`config.mk`:
```
export PLATFORM = sky130hd
export DESIGN_NAME = did_response_text_parser
export DESIGN_NICKNAME = d
export VERILOG_FILES = /design/src/design/dtp_pkg.sv /design/src/design/did_response_text_parser.sv /design/src/design/dtp_cell.sv /design/src/design/dtp_out_fifo.sv
export SDC_FILE = /design/constraint.sdc
export NUM_CORES = 1
export LEC_CHECK = 0
export BUFFER_PORTS_ARGS = -buffer_cell sky130_fd_sc_hd__buf_2
export CORE_MARGIN = 10
export CORE_UTILIZATION = 45
export DETAILED_ROUTE_END_ITERATION = 16
export MAX_ROUTING_LAYER = met4
export PLACE_DENSITY = 0.62
export SKIP_CTS_REPAIR_TIMING = 1
export SYNTH_ARGS = -nofsm -noshare
export SYNTH_HDL_FRONTEND = slang
export SYNTH_SLANG_ARGS = --single-unit
```
`constraint.sdc`:
```
create_clock -name i_clk -period 8.9 [get_ports i_clk]
set_clock_uncertainty 0.2 [all_clocks]
set_input_delay 1.78 -clock i_clk [delete_from_list [all_inputs] [get_ports i_clk]]
set_output_delay 1.78 -clock i_clk [all_outputs]
set_load 0.005 [all_outputs]
```
`src/design/dtp_pkg.sv`:
```
package dtp_pkg;

    localparam int WIN_LEN       = 17;
    localparam int HIST_LEN      = 6;
    localparam int OUT_DEPTH_DEF = 4;

    typedef struct packed {
        logic       mode;
        logic [7:0] character;
    } t_in;

    typedef enum logic [1:0] {
        ST_OK          = 2'd0,
        ST_NO_DATA     = 2'd1,
        ST_ADAPTER_ERR = 2'd2
    } t_status;

    typedef struct packed {
        logic       kind;
        logic [7:0] data_byte;
        t_status    status;
    } t_out;

    typedef enum logic [1:0] {
        PH_SKIP  = 2'd0,
        PH_FIRST = 2'd1,
        PH_BODY  = 2'd2
    } t_phase;

    typedef struct packed {
        logic shift;
        logic two;
        logic clr;
    } t_cell_ctl;

    localparam logic KIND_DATA   = 1'b0;
    localparam logic KIND_STATUS = 1'b1;
    localparam logic MODE_CHAR   = 1'b0;
    localparam logic MODE_END    = 1'b1;

    localparam logic [7:0] CH_TAB      = 8'h09;
    localparam logic [7:0] CH_LF       = 8'h0A;
    localparam logic [7:0] CH_VT       = 8'h0B;
    localparam logic [7:0] CH_FF       = 8'h0C;
    localparam logic [7:0] CH_CR       = 8'h0D;
    localparam logic [7:0] CH_SPACE    = 8'h20;
    localparam logic [7:0] CH_COLON    = 8'h3A;
    localparam logic [7:0] CH_PROMPT   = 8'h3E;
    localparam logic [7:0] CH_QUESTION = 8'h3F;

    localparam logic [7:0]   MARKER_SID    = 8'h62;
    localparam logic [55:0]  TXT_NO_DATA   = "NO DATA";
    localparam logic [55:0]  TXT_STOPPED   = "STOPPED";
    localparam logic [135:0] TXT_UNABLE    = "UNABLE TO CONNECT";
    localparam logic [39:0]  TXT_ERROR     = "ERROR";

    function automatic logic [7:0] to_upper(input logic [7:0] c);
        if (c >= 8'h61 && c <= 8'h7A) begin
            return c - 8'h20;
        end
        return c;
    endfunction

    function automatic logic is_hex(input logic [7:0] c);
        return (c >= 8'h30 && c <= 8'h39) || (c >= 8'h41 && c <= 8'h46);
    endfunction

    function automatic logic [3:0] hex_value(input logic [7:0] c);
        logic [7:0] v;
        v = (c <= 8'h39) ? (c - 8'h30) : (c - 8'h37);
        return v[3:0];
    endfunction

    function automatic logic is_space(input logic [7:0] c);
        return c == CH_SPACE || c == CH_TAB || c == CH_CR || c == CH_LF ||
               c == CH_FF || c == CH_VT;
    endfunction

endpackage

```
`src/design/did_response_text_parser.sv`:
```
// Parser for an adapter's text reply to a read-by-identifier request.
// The input channel carries one word per character (mode 0) or an end word
// (mode 1). The configuration channel writes the 16-bit identifier whose
// marker 62XXXX is searched; it is always ready.
// The output channel delivers data bytes (kind 0) decoded from digit pairs
// after the marker, and on every end word a final status word (kind 1):
// 0 ok, 1 no data or marker missing, 2 adapter error. Bytes are only
// meaningful when the following status is ok.
// Each accepted input word is processed in the cycle it is accepted; its
// results are written into the output queue in order. One input
// word is taken per cycle as long as the output queue has room for two
// results, which is set by the depth of the output queue.
// An end word can produce two results, so a stalled receiver fills the
// queue and input ready drops until words are taken again; nothing is lost.
// Reset clears the character window, the digit history, all line and
// response state, the output queue and the identifier (to zero).
module did_response_text_parser #(
    parameter int OUT_DEPTH = dtp_pkg::OUT_DEPTH_DEF
) (
    input  logic          i_clk,
    input  logic          i_rst_n,
    input  logic          i_in_valid,
    output logic          o_in_ready,
    input  dtp_pkg::t_in  i_in_word,
    output logic          o_out_valid,
    input  logic          i_out_ready,
    output dtp_pkg::t_out o_out_word,
    input  logic          i_cfg_valid,
    output logic          o_cfg_ready,
    input  logic [15:0]   i_cfg_data
);
    import dtp_pkg::*;

    logic [15:0] r_id;
    t_phase      r_phase, n_phase;
    logic [3:0]  r_pending, n_pending;
    logic        r_marker, n_marker;
    logic [3:0]  r_hi, n_hi;
    logic        r_have_hi, n_have_hi;
    logic        r_no_data, n_no_data;
    logic        r_error, n_error;
    logic [2:0]  r_cnt, n_cnt;

    logic [7:0]        w_win [WIN_LEN];
    logic [3:0]        w_hist [HIST_LEN];
    logic [3:0]        hist_ext [HIST_LEN + 2];
    logic [8*WIN_LEN-1:0] win_vec;
    t_cell_ctl         win_ctl, hist_ctl;

    logic       acc, is_end, line_end, c_hex;
    logic [7:0] c;
    logic [3:0] c_val;
    logic       push_a, push_b, have_f, have_s;
    logic [3:0] dig_f, dig_s;
    logic [2:0] cnt1, cnt2;
    logic       match1, match2;
    logic       emit_d, hshift, htwo;
    logic [7:0] dbyte;
    t_status    status;
    t_out       data_word, status_word, word0, word1;
    logic       push0, push1, room2;

    assign o_cfg_ready = 1'b1;
    assign acc         = i_in_valid & o_in_ready;
    assign o_in_ready  = room2;
    assign is_end      = (i_in_word.mode == MODE_END);
    assign c           = to_upper(i_in_word.character);
    assign c_hex       = is_hex(c);
    assign c_val       = hex_value(c);
    assign line_end    = (c == CH_CR) || (c == CH_LF) || (c == CH_PROMPT);

    always_comb begin
        for (int i = 0; i < WIN_LEN - 1; i++) begin
            win_vec[8*(WIN_LEN-1-i) +: 8] = w_win[i+1];
        end
        win_vec[7:0] = c;
    end

    genvar g;
    generate
        for (g = 0; g < WIN_LEN; g++) begin : g_win
            dtp_cell #(.WIDTH(8)) u_cell (
                .i_clk  (i_clk),
                .i_rst_n(i_rst_n),
                .i_ctl  (win_ctl),
                .i_near ((g == WIN_LEN - 1) ? c : w_win[(g + 1) % WIN_LEN]),
                .i_far  (8'd0),
                .o_q    (w_win[g])
            );
        end
        for (g = 0; g < HIST_LEN; g++) begin : g_hist
            dtp_cell #(.WIDTH(4)) u_cell (
                .i_clk  (i_clk),
                .i_rst_n(i_rst_n),
                .i_ctl  (hist_ctl),
                .i_near (hist_ext[g + 1]),
                .i_far  (hist_ext[g + 2]),
                .o_q    (w_hist[g])
            );
        end
    endgenerate

    always_comb begin
        for (int i = 0; i < HIST_LEN; i++) begin
            hist_ext[i] = w_hist[i];
        end
        hist_ext[HIST_LEN]     = dig_f;
        hist_ext[HIST_LEN + 1] = dig_s;
    end

    assign cnt1   = (r_cnt == 3'(HIST_LEN)) ? r_cnt : r_cnt + 3'd1;
    assign cnt2   = (cnt1 == 3'(HIST_LEN)) ? cnt1 : cnt1 + 3'd1;
    assign match1 = (cnt1 == 3'(HIST_LEN)) &&
                    ({w_hist[1], w_hist[2], w_hist[3], w_hist[4], w_hist[5], dig_f} ==
                     {MARKER_SID, r_id});
    assign match2 = (cnt2 == 3'(HIST_LEN)) &&
                    ({w_hist[2], w_hist[3], w_hist[4], w_hist[5], dig_f, dig_s} ==
                     {MARKER_SID, r_id});

    always_comb begin
        n_phase   = r_phase;
        n_pending = r_pending;
        n_no_data = r_no_data;
        n_error   = r_error;
        push_a    = 1'b0;
        push_b    = 1'b0;
        if (is_end) begin
            push_a = (r_phase == PH_FIRST);
        end else begin
            if (win_vec[55:0] == TXT_NO_DATA || win_vec[55:0] == TXT_STOPPED ||
                win_vec == TXT_UNABLE) begin
                n_no_data = 1'b1;
            end
            if (win_vec[39:0] == TXT_ERROR || c == CH_QUESTION) begin
                n_error = 1'b1;
            end
            if (line_end) begin
                push_a    = (r_phase == PH_FIRST);
                n_phase   = PH_SKIP;
                n_pending = 4'd0;
            end else begin
                unique case (r_phase)
                    PH_SKIP: begin
                        if (is_space(c)) begin
                            n_phase = PH_SKIP;
                        end else if (c_hex) begin
                            n_pending = c_val;
                            n_phase   = PH_FIRST;
                        end else begin
                            n_phase = PH_BODY;
                        end
                    end
                    PH_FIRST: begin
                        n_phase   = PH_BODY;
                        n_pending = 4'd0;
                        if (c != CH_COLON) begin
                            push_a = 1'b1;
                            push_b = c_hex;
                        end
                    end
                    default: begin
                        push_b = c_hex;
                    end
                endcase
            end
        end
    end

    assign have_f = push_a | push_b;
    assign have_s = push_a & push_b;
    assign dig_f  = push_a ? r_pending : c_val;
    assign dig_s  = c_val;

    always_comb begin
        n_marker  = r_marker;
        n_have_hi = r_have_hi;
        n_hi      = r_hi;
        n_cnt     = r_cnt;
        emit_d    = 1'b0;
        dbyte     = 8'd0;
        hshift    = 1'b0;
        htwo      = 1'b0;
        if (have_f) begin
            if (n_marker) begin
                if (n_have_hi) begin
                    emit_d    = 1'b1;
                    dbyte     = {n_hi, dig_f};
                    n_have_hi = 1'b0;
                    n_hi      = 4'd0;
                end else begin
                    n_hi      = dig_f;
                    n_have_hi = 1'b1;
                end
            end else begin
                hshift   = 1'b1;
                n_cnt    = cnt1;
                n_marker = match1;
            end
        end
        if (have_s) begin
            if (n_marker) begin
                if (n_have_hi) begin
                    emit_d    = 1'b1;
                    dbyte     = {n_hi, dig_s};
                    n_have_hi = 1'b0;
                    n_hi      = 4'd0;
                end else begin
                    n_hi      = dig_s;
                    n_have_hi = 1'b1;
                end
            end else begin
                htwo     = 1'b1;
                n_cnt    = cnt2;
                n_marker = match2;
            end
        end
    end

    always_comb begin
        priority if (r_no_data) begin
            status = ST_NO_DATA;
        end else if (r_error) begin
            status = ST_ADAPTER_ERR;
        end else if (!n_marker) begin
            status = ST_NO_DATA;
        end else begin
            status = ST_OK;
        end
    end

    always_comb begin
        data_word   = '{kind: KIND_DATA, data_byte: dbyte, status: ST_OK};
        status_word = '{kind: KIND_STATUS, data_byte: 8'd0, status: status};
        word0       = emit_d ? data_word : status_word;
        word1       = status_word;
        push0       = acc & (emit_d | is_end);
        push1       = acc & emit_d & is_end;
    end

    always_comb begin
        win_ctl  = '{shift: acc & ~is_end, two: 1'b0, clr: acc & is_end};
        hist_ctl = '{shift: acc & hshift, two: htwo, clr: acc & is_end};
    end

    dtp_out_fifo #(.DEPTH(OUT_DEPTH)) u_out_fifo (
        .i_clk  (i_clk),
        .i_rst_n(i_rst_n),
        .i_push0(push0),
        .i_push1(push1),
        .i_word0(word0),
        .i_word1(word1),
        .o_room2(room2),
        .o_valid(o_out_valid),
        .i_ready(i_out_ready),
        .o_word (o_out_word)
    );

    always_ff @(posedge i_clk) begin
        if (!i_rst_n) begin
            r_id <= 16'd0;
        end else if (i_cfg_valid && o_cfg_ready) begin
            r_id <= i_cfg_data;
        end
    end

    always_ff @(posedge i_clk) begin
        if (!i_rst_n) begin
            r_phase   <= PH_SKIP;
            r_pending <= 4'd0;
            r_marker  <= 1'b0;
            r_hi      <= 4'd0;
            r_have_hi <= 1'b0;
            r_no_data <= 1'b0;
            r_error   <= 1'b0;
            r_cnt     <= 3'd0;
        end else if (acc) begin
            if (is_end) begin
                r_phase   <= PH_SKIP;
                r_pending <= 4'd0;
                r_marker  <= 1'b0;
                r_hi      <= 4'd0;
                r_have_hi <= 1'b0;
                r_no_data <= 1'b0;
                r_error   <= 1'b0;
                r_cnt     <= 3'd0;
            end else begin
                r_phase   <= n_phase;
                r_pending <= n_pending;
                r_marker  <= n_marker;
                r_hi      <= n_hi;
                r_have_hi <= n_have_hi;
                r_no_data <= n_no_data;
                r_error   <= n_error;
                r_cnt     <= n_cnt;
            end
        end
    end

    a_end_clears: assert property (@(posedge i_clk) disable iff (!i_rst_n)
        (acc && is_end) |=> (!r_marker && !r_have_hi && r_cnt == 3'd0))
        else $error("response state not cleared after end word");

    a_nibble_after_marker: assert property (@(posedge i_clk) disable iff (!i_rst_n)
        r_have_hi |-> r_marker)
        else $error("half byte held before marker found");

    a_pending_only_first: assert property (@(posedge i_clk) disable iff (!i_rst_n)
        (r_phase != PH_FIRST) |-> (r_pending == 4'd0))
        else $error("held digit outside first-digit phase");

endmodule

```
`src/design/dtp_cell.sv`:
```
module dtp_cell #(
    parameter int WIDTH = 8
) (
    input  logic                   i_clk,
    input  logic                   i_rst_n,
    input  dtp_pkg::t_cell_ctl     i_ctl,
    input  logic [WIDTH-1:0]       i_near,
    input  logic [WIDTH-1:0]       i_far,
    output logic [WIDTH-1:0]       o_q
);
    import dtp_pkg::*;

    logic [WIDTH-1:0] r_q;

    always_ff @(posedge i_clk) begin
        if (!i_rst_n) begin
            r_q <= '0;
        end else if (i_ctl.clr) begin
            r_q <= '0;
        end else if (i_ctl.shift) begin
            r_q <= i_ctl.two ? i_far : i_near;
        end
    end

    assign o_q = r_q;

endmodule

```
`src/design/dtp_out_fifo.sv`:
```
module dtp_out_fifo #(
    parameter int DEPTH = dtp_pkg::OUT_DEPTH_DEF
) (
    input  logic          i_clk,
    input  logic          i_rst_n,
    input  logic          i_push0,
    input  logic          i_push1,
    input  dtp_pkg::t_out i_word0,
    input  dtp_pkg::t_out i_word1,
    output logic          o_room2,
    output logic          o_valid,
    input  logic          i_ready,
    output dtp_pkg::t_out o_word
);
    import dtp_pkg::*;

    localparam int PW = $clog2(DEPTH);
    localparam int CW = $clog2(DEPTH + 1);

    function automatic logic [PW-1:0] ptr_inc(input logic [PW-1:0] p);
        return (p == PW'(DEPTH - 1)) ? '0 : p + 1'b1;
    endfunction

    t_out          r_mem [DEPTH];
    logic [PW-1:0] r_wr;
    logic [PW-1:0] r_rd;
    logic [CW-1:0] r_count;
    logic [PW-1:0] n_wr;
    logic [PW-1:0] n_rd;
    logic [CW-1:0] n_count;
    logic [PW-1:0] wr1;
    logic          pop;

    assign o_valid = (r_count != '0);
    assign o_word  = r_mem[r_rd];
    assign o_room2 = (r_count <= CW'(DEPTH - 2));
    assign pop     = o_valid & i_ready;
    assign wr1     = ptr_inc(r_wr);

    always_comb begin
        n_wr    = r_wr;
        n_rd    = pop ? ptr_inc(r_rd) : r_rd;
        n_count = r_count + CW'(i_push0) + CW'(i_push1) - CW'(pop);
        if (i_push1) begin
            n_wr = ptr_inc(wr1);
        end else if (i_push0) begin
            n_wr = wr1;
        end
    end

    always_ff @(posedge i_clk) begin
        if (i_push0) begin
            r_mem[r_wr] <= i_word0;
        end
        if (i_push1) begin
            r_mem[wr1] <= i_word1;
        end
    end

    always_ff @(posedge i_clk) begin
        if (!i_rst_n) begin
            r_wr    <= '0;
            r_rd    <= '0;
            r_count <= '0;
        end else begin
            r_wr    <= n_wr;
            r_rd    <= n_rd;
            r_count <= n_count;
        end
    end

    a_no_overflow: assert property (@(posedge i_clk) disable iff (!i_rst_n)
        r_count <= CW'(DEPTH))
        else $error("output queue count beyond depth");

    a_push_order: assert property (@(posedge i_clk) disable iff (!i_rst_n)
        i_push1 |-> i_push0)
        else $error("second slot written without first");

endmodule

```
# Word-level counts from Yosys, hierarchy flattened
# Memory sizes are Yosys's and may differ from the RTL's. A register that Yosys moved wholly into a read port is not among the register bits.
# Cells that the tools add are included.
[totals]
ff_bits = 188
latchBits = 0
mem_bits_rw = 44
romBits = 0
in_bits = 30
out_inout_bits = 14
mem_count = 1
[op_classes]
n_addsub = 11
multipliers = 0
n_div = 0
order_cmp = 7
eq_ne = 24
shifts = 0
mux = 89
n_bitwise = 13
n_reduce_logical = 27
[memory_table]
columns = ["memory", "words", "word_bits", "rd", "rd_clocked_by_memory_dff", "write_ports", "line", "text"]
rows = [
  ["u_out_fifo.r_mem", 4, 11, 1, 1, 2, "dtp_out_fifo.sv:24", "t_out r_mem [DEPTH];"],
]
[ops]
columns = ["cell", "count"]
rows = [
  ["== test 136 x 135 -> 1 bit, second input constant", 1],
  ["== test 56 x 55 -> 1 bit, second input constant", 2],
  ["two-way mux 4 bit", 18],
  ["two-way mux 8 bit", 8],
  ["== test 24 x 23 -> 1 bit", 2],
  ["== test 40 x 39 -> 1 bit, second input constant", 1],
  ["== test 8 x 4 -> 1 bit, second input constant", 5],
  ["two-way mux 1 bit", 39],
  ["two-way mux 2 bit", 13],
  ["== test 8 x 6 -> 1 bit, second input constant", 3],
  ["two-way mux 3 bit", 7],
  [">= comparator 8 x 7 -> 1 bit, second input constant", 2],
  ["less-or-equal comparator 8 x 7 -> 1 bit, second input constant", 2],
  ["logical OR 1 bit", 11],
  ["two-way mux 11 bit", 1],
  ["bitwise AND 1 bit", 9],
  ["== test 3 bit, second input constant", 3],
  [">= comparator 8 x 6 -> 1 bit, second input constant", 1],
  ["less-or-equal comparator 8 x 6 -> 1 bit, second input constant", 1],
  ["!= test 4 bit, second input constant", 2],
  ["!= test 8 x 6 -> 1 bit, second input constant", 1],
  ["case mux 4 bit (2 select lines)", 1],
  ["subtractor 8 x 6 -> 8 bit, second input constant", 1],
  ["adder 2 x 1 -> 2 bit, second input constant", 3],
  ["other kinds (20)", 34],
]

# Logic depth before layout (Yosys ltp)
[depth]
depth_word = 21
depth_mapped = 19

# Cells and area by module
# A second synthesis with hierarchy kept.
[unflattened]
hier_cells = 1332
area_unflattened_um2 = 13235.2
[by_module_without_submodules]
columns = ["module", "n_inst", "cells_each", "area_per_inst_um2", "seq_area_each_um2"]
rows = [
  ["dtp_cell at g_win[10].u_cell ...", 16, 37, 369.1, 160.2],
  ["did_response_text_parser", 1, 476, 3587.2, 660.6],
  ["dtp_out_fifo", 1, 169, 2841.5, 1501.4],
  ["dtp_cell at g_hist[1].u_cell ...", 5, 19, 180.2, 80.1],
]

# Worst setup path before layout
# Ideal clock, no wire load.
[synth_timing]
path_type = "input port to flip-flop"
start = "input port i_in_word[5] (netlist name)"
end = "register u_out_fifo.r_count[2]"
arrival_time_ns = 5.607
setup_slack_ns = 2.979
path_stages = 18
n_path_buf = 1
path_cell_list = "buf_2 > inv_1 > ha_1 > nand2b_1 > a21o_1 > nor4_1 > o31ai_2 > a21boi_1 > o2111a_2 > a21oi_2 > o21ai_2 > nand2_1 > ha_1 > inv_1 > fa_1 > fa_1 > xnor2_1 > and2_1"
[synth_via]
elab_chain_len = 21
elab_cells_between_ends = 50
cone_classes = "add/sub (6); order compare (6); eq/ne (5); mux (20); bitwise (6); reduce/logical (7)"
[synth_lines]
columns = ["element", "line", "text"]
rows = [
  ["start: declaration", "did_response_text_parser.sv:24", "input dtp_pkg::t_in i_in_word,"],
  [">= comparator 8 x 7 -> 1 bit / less-or-equal comparator 8 x 7 -> 1 bit (equally long branches)", "dtp_pkg.sv:58", "if (c >= 8'h61 && c <= 8'h7A) begin"],
  ["logical AND 1 bit", "dtp_pkg.sv:58", ""],
  ["two-way mux 1 bit", "dtp_pkg.sv:58", ""],
  ["two-way mux 8 bit (*)", "dtp_pkg.sv:61", "return c;"],
  [">= comparator 8 x 6 -> 1 bit, or another cell as far along", "dtp_pkg.sv:65", "return (c >= 8'h30 && c <= 8'h39) || (c >= 8'h41 && c <= 8'h46);"],
  ["logical AND 1 bit, or another cell as far along", "dtp_pkg.sv:65", ""],
  ["logical OR 1 bit, or another cell as far along", "dtp_pkg.sv:65", ""],
  ["two-way mux 1 bit (on tied branches)", "did_response_text_parser.sv:156, did_response_text_parser.sv:137", ""],
  ["[... 5 more ...]", "n/a", ""],
  ["two-way mux 1 bit (on tied branches)", "did_response_text_parser.sv:202, did_response_text_parser.sv:183", ""],
  ["two-way mux 1 bit", "did_response_text_parser.sv:201", "if (n_marker) begin"],
  ["two-way mux 1 bit (*)", "did_response_text_parser.sv:200", "if (have_s) begin"],
  ["bitwise OR 1 bit", "did_response_text_parser.sv:236", "push0 = acc & (emit_d | is_end);"],
  ["bitwise AND 1 bit", "did_response_text_parser.sv:236", ""],
  ["adder 3 x 1 -> 3 bit", "dtp_out_fifo.sv:43", "n_count = r_count + CW'(i_push0) + CW'(i_push1) - CW'(pop);"],
  ["adder 3 x 1 -> 3 bit (*)", "dtp_out_fifo.sv:43", ""],
  ["subtractor 3 x 1 -> 3 bit (*)", "dtp_out_fifo.sv:43", ""],
  ["end signal: assignment", "dtp_out_fifo.sv:68", "r_count <= n_count;"],
  ["end: declaration", "dtp_out_fifo.sv:27", "logic [CW-1:0] r_count;"],
]
# Every way passes the cells marked *; elsewhere a longest branch is shown, timed or not. The select of a mux whose other input is x is not followed.
# A chain may end at the register's enable or synchronous reset.

# Final worst setup path
[layout_timing]
start = "input port i_in_word[0] (netlist name)"
end = "register u_out_fifo.r_count[2]"
# Same word-level chain as after synthesis.

==> reports/results.ini <==
[finish]
syn_to_final_growth_pct=8.88
final_util=0.499
antenna_cells=0
final_area_um2=13500
post_layout_nonfiller_instances=1773
nets=1463
layout-drive-gt1-share=0.0985

[synthesis]
async_flop_share=0
yosysMostFrequentCell=dfxtp_1
synth-seq-cells=234
avgSynthCellArea_um2=8.60
syn-cell-area_um2=12400
synth_cells=1441
seq_area_frac_synth=0.384
synth_warnings=0
post-synth-top-area-fraction=0.365
ys_types=99
synth_area_leader_cell=dfxtp_1
synthesis.nets=1492
synth_area_leaders=dfxtp_1 (37%), a21boi_0 (7.6%), nand3_1 (6.3%)
ys.flop_type=dfxtp_1
synth_common_cells=dfxtp_1 (226), nand2_1 (186), nand3_1 (157)
synth_edf_count=8

[timing]
period_share=0.709
fmax_mhz=159
slew_headroom=0.152
setup_viol=0
whs_ns=0.257
tightest_slew_ns=1.27
period_minus_slack_ns=6.31
rsz0062_at_grt=false
fin_setup_tns_ns=0
hold_viol=0
slew_violations=0

[floorplan]
ios=44
die_area_um2=34600
start_util=0.459
die_h_um=186
fp.dieW_um=186
num_rows=60
core-area_um2=27000

[pwr]
p_per_area_nw_per_um2=210
p_leak_nw=4.62
power.share.clock=0.391
switchingPower_uw=874
switching_share=0.309
p_int_mw=1.96
ir_drop_uv=150
p_seq_frac=0.414
power_frac_comb=0.195

[critical_path]
worstSetupPathType=input port to flip-flop
endpoint_kind=flip-flop
cp.required_ns=9.12
path_max_fanout=12
startpoint_type=input port
arrival_ns=6.53

[drt]
firstDrtPassIters=5
via_per_inst=5.87
drtIter0Drc=856
drc=0
vias=10400
wl_per_cell_um=18.3
totalWireLength_mm=32.4
ant_nets=0

[global_route]
grt_pass1_vias=10100
grt_usage=0.192
grt_overflow=0
grt_max_degree=94
antenna_found_initial=0
grt_pass1_wl_mm=54.1

[clocking]
clk_pin_slew_ns=0.06
clk_latency_ns=0.53
numCtsBuffers=27
cts_tree=yes
cts_max_path_buffers=3
cts.sinks=234
htree_num_levels=1
cts_root_buffer=clkbuf_16

[run]
max_cap_violations=0

[placement]
postPlaceCellArea_um2=12600
dp_hpwl_mm=21.9
portBuffers=42
place_inst=1724
gp_routability_congestion=0.886

[status]
status=finished clean

[hold_path]
hold_class=flip-flop to flip-flop

[state kept, by name, summed over array words and instances, names as in the netlist, 2 cells and up, named ones only]
register,flops
g_win.u_cell.o_q,128
r_phase,2
g_hist.u_cell.o_q,20
r_pending,4
u_out_fifo.r_wr,2
u_out_fifo.r_rd,2
u_out_fifo.r_mem,44
r_hi,4
u_out_fifo.r_count,3
r_cnt,3
r_id,16
[through the flow]
stage                     setup WS, ns  power [mW]
after global routing              2.26        2.98
after global placement            2.27        1.75
final                             2.59        2.83
after detailed placement          2.07        1.75
after CTS                         2.64        2.86
after floorplan                   2.98        1.60
[layout make-up]
cell class / count / area (µm²)
Clock buffer: 41 / 818
Clock inverter: 8 / 78.8
Fill cell: 2618 / 13500
Inverter: 27 / 104
Multi-Input combinational cell: 1075 / 7050
Sequential cell: 234 / 4760
Tap cell: 341 / 427
Timing Repair Buffer: 47 / 250
[logic make-up (layout without fill, tap and decap cells)]
family | Yosys count | count (layout) | synth area share
simple gates | 645 | 645 | 0.271
buf+inv | 132 | 123 | 0.0476
other cells | 1 | 1 | 0.000303
flops | 234 | 234 | 0.384
xor+xnor | 33 | 33 | 0.0244
mux | 67 | 67 | 0.0653
fa+ha+maj | 21 | 21 | 0.0224
compound gates | 308 | 308 | 0.184
[worst max-delay path, stage by stage]
cell and delay, ns:
buf_2 0.16, inv_1 0.23, ha_1 0.39, nor2b_1 0.11, o211ai_1 0.31, nand3_1 0.47
a32o_1 0.42, o211ai_1 0.26, o2111a_2 0.30, a21oi_2 0.11, o21ai_2 0.40, nand2_1 0.10
ha_1 0.30, inv_1 0.06, fa_1 0.44, fa_1 0.42, xnor2_1 0.13, and2_1 0.14
[worst paths after layout]
kind              slack (ns)                    from                endpoint  cells past startpoint
setup / recovery        2.59            i_in_word[0]   u_out_fifo.r_count[2]                     18
hold / removal          0.26  g_win[1].u_cell.o_q[4]  g_win[1].u_cell.o_q[4]                      2
setup reg to reg        3.92                r_cnt[0]   u_out_fifo.r_count[2]                     18
hold reg to reg         0.26  g_win[1].u_cell.o_q[4]  g_win[1].u_cell.o_q[4]                      2
[power by group through the flow]
stage               registers [mW]  logic (mW)  clock network (mW)
finish                        1.17       0.552                1.11
global route                  1.18       0.618                1.18
CTS                           1.17       0.557                1.13
detailed placement            1.19       0.555                   0
global placement              1.19       0.552                   0
floorplan                     1.17       0.434                   0
[metal layers]
| metal | share of wire | global-route usage | up-vias |
|---|---|---|---|
| met1 | 0.46 | 0.249 | 5014 |
| met2 | 0.48 | 0.313 | 184 |
| met3 | 0.035 | 0.0238 | 57 |
| met5 | 0 | - | - |
| met4 | 0.023 | 0.0493 | 0 |
| li1 | - | - | 5151 |
[cell usage in the layout, fill, tap and decap left out, drive strengths merged, types with 17 or more instances in the layout]
cell type | netlist | routed
nand2 | 187 | 187
a21oi | 37 | 37
xnor2 | 19 | 19
nor3 | 40 | 40
nor2 | 78 | 78
nand3 | 157 | 157
mux2i | 55 | 55
clkbuf | 74 | 41
buf | 31 | 47
and3 | 26 | 26
ha | 19 | 19
o21ai | 41 | 41
nor2b | 31 | 31
inv | 27 | 29
a21boi | 128 | 128
nor4 | 22 | 22
dfxtp | 226 | 226
nand4 | 17 | 17
No activity file was read; power rests on OpenSTA's default activity.
